### src/rtl/rrpa_pkg.sv
// ----------------------------------------------------------------------------
// rrpa_pkg: shared definitions for the round-robin pull arbiter
// Operation codes, fixed field widths and the command bundle that the
// controller hands to the datapath.
// ----------------------------------------------------------------------------
package rrpa_pkg;

   // Default number of upstream sources.
   localparam int DEFAULT_NUM_SOURCES = 8;

   // Fixed widths of the transaction fields.
   localparam int READY_MASK_W = 8;
   localparam int INDEX_W      = 3;

   // Operation codes carried in the op field.
   localparam logic OP_PULL    = 1'b0;
   localparam logic OP_UNBLOCK = 1'b1;

   // Commands from the controller to the datapath.
   typedef struct packed {
      logic capture;   // latch the incoming transaction into the item register
      logic execute;   // evaluate the held item, update state, load the result
   } dp_cmd_type;

endpackage

### src/rtl/round_robin_pull_arbiter.sv
// ----------------------------------------------------------------------------
// round_robin_pull_arbiter: round-robin pull arbiter over upstream sources
// Each pull transaction walks the sources from the rotating pointer, blocks
// the unblocked sources without data that it passes, and grants the first one that has
// data. Unblock transactions clear one blocked mark and wake a pending pull.
// ----------------------------------------------------------------------------
//
//   Channel   Direction  Handshake              Payload
//   req_      in         req_valid / req_stall  req_op, req_ready_mask,
//                                               req_unblock_index
//   rsp_      out        rsp_valid / rsp_stall  rsp_grant_valid, rsp_grant_index,
//                                               rsp_underrun, rsp_wake
//
// Every transaction passes through two steps: capture into the item
// register, then, once the result register is free, the rotating priority
// search that updates the state and the result register. The two-state
// controller sequences these steps. The result register parts the two sides,
// so a new transaction is accepted while a finished result still waits under
// rsp_stall; the search stage then waits until the result register drains.
// Reset is synchronous and active high; it clears all blocked marks, the
// pending-pull flag, and points the search at source 0.
//
// Each transaction yields exactly one result. A pull result carries either a
// grant with the source index or an underrun; an unblock result carries only
// the wake bit. The pointer moves to the source just past the grant, or just
// past the last source that blocked in an underrun walk; it stays if all were blocked.
// ----------------------------------------------------------------------------
module round_robin_pull_arbiter #(
   parameter int NUM_SOURCES = rrpa_pkg::DEFAULT_NUM_SOURCES
) (
   input  logic                              clock,
   input  logic                              reset,
   input  logic                              req_valid,
   output logic                              req_stall,
   input  logic                              req_op,
   input  logic [rrpa_pkg::READY_MASK_W-1:0] req_ready_mask,
   input  logic [rrpa_pkg::INDEX_W-1:0]      req_unblock_index,
   output logic                              rsp_valid,
   input  logic                              rsp_stall,
   output logic                              rsp_grant_valid,
   output logic [rrpa_pkg::INDEX_W-1:0]      rsp_grant_index,
   output logic                              rsp_underrun,
   output logic                              rsp_wake
);
   import rrpa_pkg::*;

   // Command bundle from the controller to the datapath.
   dp_cmd_type cmd;

   // The controller owns both handshakes and decides when the datapath
   // captures a transaction and when it evaluates it.
   rrpa_ctrl u_ctrl (
      .clock     (clock),
      .reset     (reset),
      .req_valid (req_valid),
      .req_stall (req_stall),
      .rsp_valid (rsp_valid),
      .rsp_stall (rsp_stall),
      .cmd       (cmd)
   );

   // The datapath holds the arbitration state and the result register.
   rrpa_datapath #(
      .NUM_SOURCES (NUM_SOURCES)
   ) u_datapath (
      .clock             (clock),
      .reset             (reset),
      .cmd               (cmd),
      .req_op            (req_op),
      .req_ready_mask    (req_ready_mask),
      .req_unblock_index (req_unblock_index),
      .rsp_grant_valid   (rsp_grant_valid),
      .rsp_grant_index   (rsp_grant_index),
      .rsp_underrun      (rsp_underrun),
      .rsp_wake          (rsp_wake)
   );

endmodule

### src/rtl/rrpa_ctrl.sv
// ----------------------------------------------------------------------------
// rrpa_ctrl: handshake controller
// Two-state sequencer that accepts one transaction, then fires the datapath
// once the result register is free, and tracks the result valid flag.
// ----------------------------------------------------------------------------
module rrpa_ctrl (
   input  logic                 clock,
   input  logic                 reset,
   input  logic                 req_valid,
   output logic                 req_stall,
   output logic                 rsp_valid,
   input  logic                 rsp_stall,
   output rrpa_pkg::dp_cmd_type cmd
);
   import rrpa_pkg::*;

   localparam logic [0:0] ST_IDLE = 1'b0;
   localparam logic [0:0] ST_EXEC = 1'b1;

   logic [0:0] state_ff;
   logic [0:0] state_in;
   logic       rsp_valid_ff;
   logic       rsp_valid_in;
   logic       accept;
   logic       out_free;
   logic       fire;

   assign req_stall = (state_ff != ST_IDLE);
   assign accept    = req_valid && !req_stall;

   // The result register can be loaded when it is empty or drains this cycle.
   assign out_free  = !rsp_valid_ff || !rsp_stall;
   assign fire      = (state_ff == ST_EXEC) && out_free;

   always_comb begin
      state_in = state_ff;
      unique case (state_ff)
         ST_IDLE: begin
            if (accept) begin
               state_in = ST_EXEC;
            end
         end
         ST_EXEC: begin
            if (out_free) begin
               state_in = ST_IDLE;
            end
         end
         default: begin
            state_in = ST_IDLE;
         end
      endcase
   end

   always_comb begin
      if (fire) begin
         rsp_valid_in = 1'b1;
      end else if (!rsp_stall) begin
         rsp_valid_in = 1'b0;
      end else begin
         rsp_valid_in = rsp_valid_ff;
      end
   end

   always_ff @(posedge clock) begin
      if (reset) begin
         state_ff     <= ST_IDLE;
         rsp_valid_ff <= 1'b0;
      end else begin
         state_ff     <= state_in;
         rsp_valid_ff <= rsp_valid_in;
      end
   end

   assign rsp_valid   = rsp_valid_ff;
   assign cmd.capture = accept;
   assign cmd.execute = fire;

endmodule

### src/rtl/rrpa_datapath.sv
// ----------------------------------------------------------------------------
// rrpa_datapath: arbitration state and rotating priority search
// Holds the blocked marks, the rotating pointer, the pending-pull flag, the
// item register and the result register.
// ----------------------------------------------------------------------------
module rrpa_datapath #(
   parameter int NUM_SOURCES = rrpa_pkg::DEFAULT_NUM_SOURCES
) (
   input  logic                             clock,
   input  logic                             reset,
   input  rrpa_pkg::dp_cmd_type             cmd,
   input  logic                             req_op,
   input  logic [rrpa_pkg::READY_MASK_W-1:0] req_ready_mask,
   input  logic [rrpa_pkg::INDEX_W-1:0]      req_unblock_index,
   output logic                             rsp_grant_valid,
   output logic [rrpa_pkg::INDEX_W-1:0]      rsp_grant_index,
   output logic                             rsp_underrun,
   output logic                             rsp_wake
);
   import rrpa_pkg::*;

   localparam int PTR_W = $clog2(NUM_SOURCES);
   localparam int SUM_W = PTR_W + 1;
   localparam logic [SUM_W-1:0] N_SUM = SUM_W'(NUM_SOURCES);

   // Reduce a value below twice the source count into the source range.
   function automatic logic [PTR_W-1:0] wrap_src(input logic [SUM_W-1:0] value);
      logic [SUM_W-1:0] reduced;
      reduced = (value >= N_SUM) ? (value - N_SUM) : value;
      return reduced[PTR_W-1:0];
   endfunction

   // Item register.
   logic                    op_ff;
   logic [READY_MASK_W-1:0] ready_ff;
   logic [INDEX_W-1:0]      uidx_ff;

   // Arbitration state.
   logic [NUM_SOURCES-1:0] blocked_ff;
   logic [NUM_SOURCES-1:0] blocked_in;
   logic [PTR_W-1:0]       pointer_ff;
   logic [PTR_W-1:0]       pointer_in;
   logic                   pending_ff;
   logic                   pending_in;

   // Result register.
   logic               grant_valid_ff;
   logic               grant_valid_in;
   logic [INDEX_W-1:0] grant_index_ff;
   logic [INDEX_W-1:0] grant_index_in;
   logic               underrun_ff;
   logic               underrun_in;
   logic               wake_ff;
   logic               wake_in;

   // Search signals.
   logic [NUM_SOURCES-1:0] ready_ext;
   logic [NUM_SOURCES-1:0] unblocked;
   logic [NUM_SOURCES-1:0] cand;
   logic [NUM_SOURCES-1:0] cand_rot;
   logic [NUM_SOURCES-1:0] unb_rot;
   logic [NUM_SOURCES-1:0] first_rot;
   logic [NUM_SOURCES-1:0] below_rot;
   logic [NUM_SOURCES-1:0] newblk_rot;
   logic [NUM_SOURCES-1:0] first_src;
   logic [NUM_SOURCES-1:0] newblk_src;
   logic [PTR_W-1:0]       rot_src [NUM_SOURCES];
   logic [PTR_W-1:0]       src_rot [NUM_SOURCES];
   logic [PTR_W-1:0]       grant_src;
   logic [PTR_W-1:0]       last_off;
   logic [PTR_W-1:0]       last_src;
   logic                   all_blocked;
   logic                   any_cand;

   // Sources beyond the ready mask never have data.
   for (genvar s = 0; s < NUM_SOURCES; s++) begin : g_ready
      if (s < READY_MASK_W) begin : g_bit
         assign ready_ext[s] = ready_ff[s];
      end else begin : g_none
         assign ready_ext[s] = 1'b0;
      end
   end

   assign unblocked   = ~blocked_ff;
   assign cand        = unblocked & ready_ext;
   assign all_blocked = &blocked_ff;
   assign any_cand    = |cand;

   // Rotation maps: rotated offset i looks at source pointer+i, and source s
   // sits at rotated offset s-pointer.
   for (genvar i = 0; i < NUM_SOURCES; i++) begin : g_rot
      assign rot_src[i] = wrap_src(SUM_W'(pointer_ff) + SUM_W'(i));
      assign src_rot[i] = wrap_src(SUM_W'(i) + N_SUM - SUM_W'(pointer_ff));
      assign cand_rot[i]   = cand[rot_src[i]];
      assign unb_rot[i]    = unblocked[rot_src[i]];
      assign first_src[i]  = first_rot[src_rot[i]];
      assign newblk_src[i] = newblk_rot[src_rot[i]];
   end

   // Lowest set candidate in rotated order; everything before it is an
   // unblocked source without data and becomes blocked. With no candidate the
   // mask below covers all sources.
   assign first_rot  = cand_rot & (~cand_rot + NUM_SOURCES'(1));
   assign below_rot  = first_rot - NUM_SOURCES'(1);
   assign newblk_rot = unb_rot & below_rot;

   always_comb begin
      grant_src = '0;
      last_off  = '0;
      for (int s = 0; s < NUM_SOURCES; s++) begin
         if (first_src[s]) begin
            grant_src = grant_src | PTR_W'(s);
         end
         if (unb_rot[s]) begin
            last_off = PTR_W'(s);
         end
      end
   end

   assign last_src = rot_src[last_off];

   always_comb begin
      blocked_in     = blocked_ff;
      pointer_in     = pointer_ff;
      pending_in     = pending_ff;
      grant_valid_in = 1'b0;
      grant_index_in = '0;
      underrun_in    = 1'b0;
      wake_in        = 1'b0;
      if (op_ff == OP_UNBLOCK) begin
         for (int s = 0; s < NUM_SOURCES; s++) begin
            if (32'(uidx_ff) == s) begin
               blocked_in[s] = 1'b0;
            end
         end
         wake_in    = pending_ff;
         pending_in = 1'b0;
      end else if (all_blocked) begin
         underrun_in = 1'b1;
         pending_in  = 1'b1;
      end else if (any_cand) begin
         blocked_in     = blocked_ff | newblk_src;
         grant_valid_in = 1'b1;
         grant_index_in = INDEX_W'(grant_src);
         pointer_in     = wrap_src(SUM_W'(grant_src) + SUM_W'(1));
      end else begin
         // Every remaining source blocks during the walk.
         blocked_in  = '1;
         underrun_in = 1'b1;
         pending_in  = 1'b1;
         pointer_in  = wrap_src(SUM_W'(last_src) + SUM_W'(1));
      end
   end

   always_ff @(posedge clock) begin
      if (cmd.capture) begin
         op_ff    <= req_op;
         ready_ff <= req_ready_mask;
         uidx_ff  <= req_unblock_index;
      end
      if (cmd.execute) begin
         grant_valid_ff <= grant_valid_in;
         grant_index_ff <= grant_index_in;
         underrun_ff    <= underrun_in;
         wake_ff        <= wake_in;
      end
   end

   always_ff @(posedge clock) begin
      if (reset) begin
         blocked_ff <= '0;
         pointer_ff <= '0;
         pending_ff <= 1'b0;
      end else if (cmd.execute) begin
         blocked_ff <= blocked_in;
         pointer_ff <= pointer_in;
         pending_ff <= pending_in;
      end
   end

   assign rsp_grant_valid = grant_valid_ff;
   assign rsp_grant_index = grant_index_ff;
   assign rsp_underrun    = underrun_ff;
   assign rsp_wake        = wake_ff;

   // A pending pull can only exist while every source is blocked.
   a_pending_all_blocked: assert property (@(posedge clock) disable iff (reset)
      pending_ff |-> all_blocked)
      else $error("pull pending while some source is unblocked");

   // An underrun result leaves every source blocked and a pull pending.
   a_underrun_state: assert property (@(posedge clock) disable iff (reset)
      cmd.execute |=> (!underrun_ff || (pending_ff && all_blocked)))
      else $error("underrun reported without full blocking");

   // A grant and an underrun never come from the same transaction.
   a_grant_xor_underrun: assert property (@(posedge clock) disable iff (reset)
      cmd.execute |=> !(grant_valid_ff && underrun_ff))
      else $error("grant and underrun in one result");

   // A wake always releases the pending pull.
   a_wake_clears: assert property (@(posedge clock) disable iff (reset)
      cmd.execute |=> (!wake_ff || !pending_ff))
      else $error("wake left a pull pending");

endmodule
### config.mk
export PLATFORM = sky130hd
export DESIGN_NAME = round_robin_pull_arbiter
export DESIGN_NICKNAME = d
export VERILOG_FILES = /design/src/rtl/rrpa_pkg.sv /design/src/rtl/round_robin_pull_arbiter.sv /design/src/rtl/rrpa_ctrl.sv /design/src/rtl/rrpa_datapath.sv
export SDC_FILE = /design/constraint.sdc
export NUM_CORES = 1
export LEC_CHECK = 0
export BUFFER_PORTS_ARGS = -buffer_cell sky130_fd_sc_hd__buf_2
export CAP_MARGIN = 20
export CORE_UTILIZATION = 38
export CTS_BUF_LIST = sky130_fd_sc_hd__clkbuf_8
export DETAILED_ROUTE_END_ITERATION = 16
export PLACE_DENSITY = 0.66
export SYNTH_ARGS = -nofsm -noshare
export SYNTH_HDL_FRONTEND = slang
export SYNTH_HIERARCHICAL = 1
export SYNTH_SLANG_ARGS = --single-unit
### constraint.sdc
create_clock -name clock -period 5.7 [get_ports clock]
set_input_delay 0.285 -clock clock [delete_from_list [all_inputs] [get_ports clock]]
set_output_delay 0.285 -clock clock [all_outputs]
set_load 0.02 [all_outputs]
==> implementation parameters <==
Parameter                              Value

Power and ir drop
  Power share of the combinational group ... 0.398
  PD cells ... 227 nW/um^2
  Sw Pwr ... 0.271 mW
  Peak supply drop ... 120 uV
  Portion of total power attributed to the clock network ... 0.242
  Portion of total power attributed to sequential cells ... 0.360
  Switching share of total power ... 0.360
  Leakage dissipation ... 1.22 nW
  Pint ... 0.483 mW

Synthesis
  Library cell with the largest summed area after synthesis ... edfxtp_1
  Basic-gate share of the synthesized area counting and, or, nand and nor cells ... 0.204
  Number of library cell types mapped by synthesis ... between 60 and 70
  Fraction of the mapped netlist area in adder cells ... 0.0121
  Asr flop ratio synth ... 0
  Ranking of synthesized cells by instance count ... 24 x o21ai_0, 22 x mux2i_1, 19 x nand2_1
  Number of enable-type register cells in the synthesized netlist ... 18
  Post-synthesis mux area share ... 0.275
  Number of synthesis warnings ... 6
  Most repeated cell in the gate-level netlist after synthesis ... o21ai_0
  Mapped Area ... 3090 um^2
  Synthesized-area fraction occupied by ao, oa, aoi and oai cells ... 0.151
  Synthesized area divided by synthesized cell count ... 9.87 um^2
  XOR/XNOR Fraction of Synth Area ... 0.0340
  Synth Flop Type ... edfxtp_1
  Gate count after technology mapping ... 313
  Synth Net Count ... 332
  Main combinational cell family by area after synthesis ... multiplexers
  Largest cells by area after synthesis ... edfxtp_1 17%, mux4_2 10%, dfxtp_1 9.1%, mux2i_1 7.1%, mux4_1 4.3%
  Number of synthesized register bits ... 32
  Share of synthesized area occupied by flip-flops and latches ... 0.266
  Portion of synthesized cell area occupied by the leading cell type ... 0.175

Run status
  Status ... finished, final reports clean

Cells and area
  Layout overhead on the synthesized area ... 7.21%
  Number of nets in the layout ... roughly 340
  Ant diodes ... 0
  Fraction of layout instances using a drive strength above 1 ... 0.239

Drt
  Vias after detailed routing ... 2,584
  DR vias/cell ... 6.04
  Highest signal layer in the routed design ... met4
  Met1 layer wirelength in the final routing ... 3.27 mm
  Number of design rule violations left after detail routing ... 0
  Met3 wire length ... 362 um
  Total routed wirelength ... 7.54 mm
  Routed wire per std cell ... 17.6 um
  DR pass1 iterations ... 4
  Post-route ant nets ... 0
  Starting DRT DRC Count ... 176
  Amount of wire on met2 after detailed routing ... 3.76 mm

CTS
  TritonCTS clock tree ... built
  Number of H-tree branching levels ... 2
  Worst skew pair latency ... 0.29 ns
  CTS root buffer ... clkbuf_8
  Post-CTS resize count ... 0
  Number of sinks driven by the clock tree ... 32
  Clock Pin Slew Worst Setup and Hold Paths ... 0.07 ns
  Post-CTS Repair Setup Buffers ... 0
  Number of clock buffers inserted by TritonCTS ... 5
  Deepest clock path buffer count ... 2
  Post-cts hold buffer count ... 0

Timing
  Clock Skew ... 0.00534 ns
  Setup Viol. Count Final ... 0
  Worst path setup slack after routing ... roughly 1.3 ns
  Final Slew Violations ... 0
  Setup repair after global routing missed its margin ... no
  Worst Max-Slew Pin Slew ... 0.715 ns
  Final Hold Viols ... 0
  Crit share post-route ... 0.767
  Total negative slack for setup checks ... 0 ns
  Timing-limited maximum frequency ... 0.229 GHz
  Slew Limit Headroom ... 0.511
  Minimum clock period after layout ... 4.37 ns

Setup path
  CP startpoint kind ... flop
  Arrival time at the worst endpoint ... ~4.6 ns
  Reg2reg setup slack ... 1.33 ns
  Reg2reg end ... u_datapath/pointer_ff[2]
  Kind of end point of the critical path ... flop
  Critical path data required time ... 5.93 ns
  WS Path Type ... reg -> reg
  Beginning of the critical path ... u_datapath/pointer_ff[0]
  Source of the worst register-to-register timing path ... u_datapath/pointer_ff[0]
  Worst Setup EP ... u_datapath/pointer_ff[2]
  Peak fanout along the critical path ... 20
  Cell depth of the worst flop-to-flop path ... 15

Placement
  Setup WS pre-CTS ... ~1.4 ns
  Last weighted congestion value of the routability-driven placer ... 0.897
  HPWL after DPL ... ~5.6 mm
  # port buffers ... 23

Global routing
  Global-route wire length before repair ... 12.4 mm
  Via count of the first global-routing pass ... 2,522
  Total gr overflow ... 0
  Pin count of the biggest net entering global routing ... 49
  Antenna violations before repair ... 0
  Total routing resource utilization after global routing ... 0.185

Die
  Placement row count ... 32
  Die extent in x ... 92.2 um
  Full die area ... ~8500 um^2
  Y dimension of the die ... 92.2 um
  I/O pin total ... 24
  Core region area ... roughly 8000 um^2
  Starting density of the core ... 0.396

Job
  Max cap viols ... 0

Hold path
  Path type of the worst min-delay path ... in -> reg
  Start point of the worst min-delay path ... req_unblock_index[2]
worst min-delay path by stage:
stage / to / cells after the start / slack, ns
finish: u_datapath/uidx_ff[2] / 1 / 0.17
floorplan: u_ctrl/req_stall / 1 / 0.35
global placement: u_datapath/ready_ext[0] / 1 / 0.46
global route: u_datapath/uidx_ff[1] / 1 / 0.16
CTS: u_datapath/ready_ext[0] / 1 / 0.16
detailed placement: u_datapath/ready_ext[1] / 1 / 0.46
stage by stage:
step / cells / total power [mW] / utilization / hold slack [ns] / instance area [um^2]
floorplan: 313 / 0.512 / - / 0.347 / 3090
global placement: 420 / 0.569 / 0.413 / 0.462 / 3220
detailed placement: 420 / 0.572 / 0.413 / 0.463 / 3220
CTS: 428 / 0.757 / 0.424 / 0.159 / 3310
global route: 428 / 0.797 / 0.424 / 0.158 / 3310
finish: 428 / 0.754 / 0.424 / 0.169 / 3310
kinds of logic after synthesis:
group | Yosys count
AOI/OAI and AO/OA | 74
buffers and inverters | 30
DFF | 32
adders and majority gates | 3
muxes | 55
and+or+nand+nor | 110
xor gates and xnor gates | 9
per-layer routing:
metal | GRT usage | up-vias
met5 | 0 | -
met4 | 0.0703 | 0
met3 | 0.0265 | 15
met2 | 0.322 | 90
met1 | 0.230 | 1253
li1 | - | 1226
state kept, by name, summed over array words and instances, names as in the netlist:
signal	count
u_ctrl/rsp_valid	1
u_datapath/op_ff	1
u_datapath/rsp_grant_index	3
u_datapath/rsp_wake	1
u_datapath/rsp_underrun	1
u_ctrl/req_stall	1
u_datapath/pointer_ff	3
u_datapath/uidx_ff	3
u_datapath/pending_ff	1
u_datapath/ready_ext	8
u_datapath/blocked_ff	8
u_datapath/rsp_grant_valid	1
cells in the final DEF (no fill, tap or decap), drive strengths merged, types with 14 or more instances in the layout:
master   n
a21oi   18
buf     29
dfxtp   14
edfxtp  18
mux2i   24
mux4    19
nand2   19
nand3   15
nor2    18
o21ai   29
power groups by stage:
| stage | clock, mW | sequential, mW | combinational, mW |
|---|---|---|---|
| 6_report | 0.183 | 0.271 | 0.300 |
| 3_5_place_dp | 0 | 0.276 | 0.296 |
| 4_1_cts | 0.190 | 0.271 | 0.297 |
| 3_3_place_gp | 0 | 0.276 | 0.293 |
| 5_1_grt | 0.198 | 0.273 | 0.327 |
| 2_1_floorplan | 0 | 0.274 | 0.238 |
layout make-up:
class                   count  area, um^2
flip-flops and latches     32         821
fillers                   764        4490
well taps                 102         128
clock buffers               6        82.6
clock inverters             2        10.0
repair buffers             29         160
inverters                   6        22.5
multi-input cells         251        2090
worst max-delay path, stage by stage, from the launching register on:
cell and delay, ns:
dfxtp_1 0.32, inv_2 0.32, ha_1 0.38, xor2_4 0.33
mux4_2 0.58, mux2i_4 0.26, o21ai_0 0.15, o211a_1 0.21
nor2_1 0.15, nor2_1 0.06, a2111oi_0 0.58, nand2_1 0.12
ha_1 0.23, nor4_1 0.40, a21oi_1 0.12, nand3_1 0.09
(Power assumes the default switching activity.)
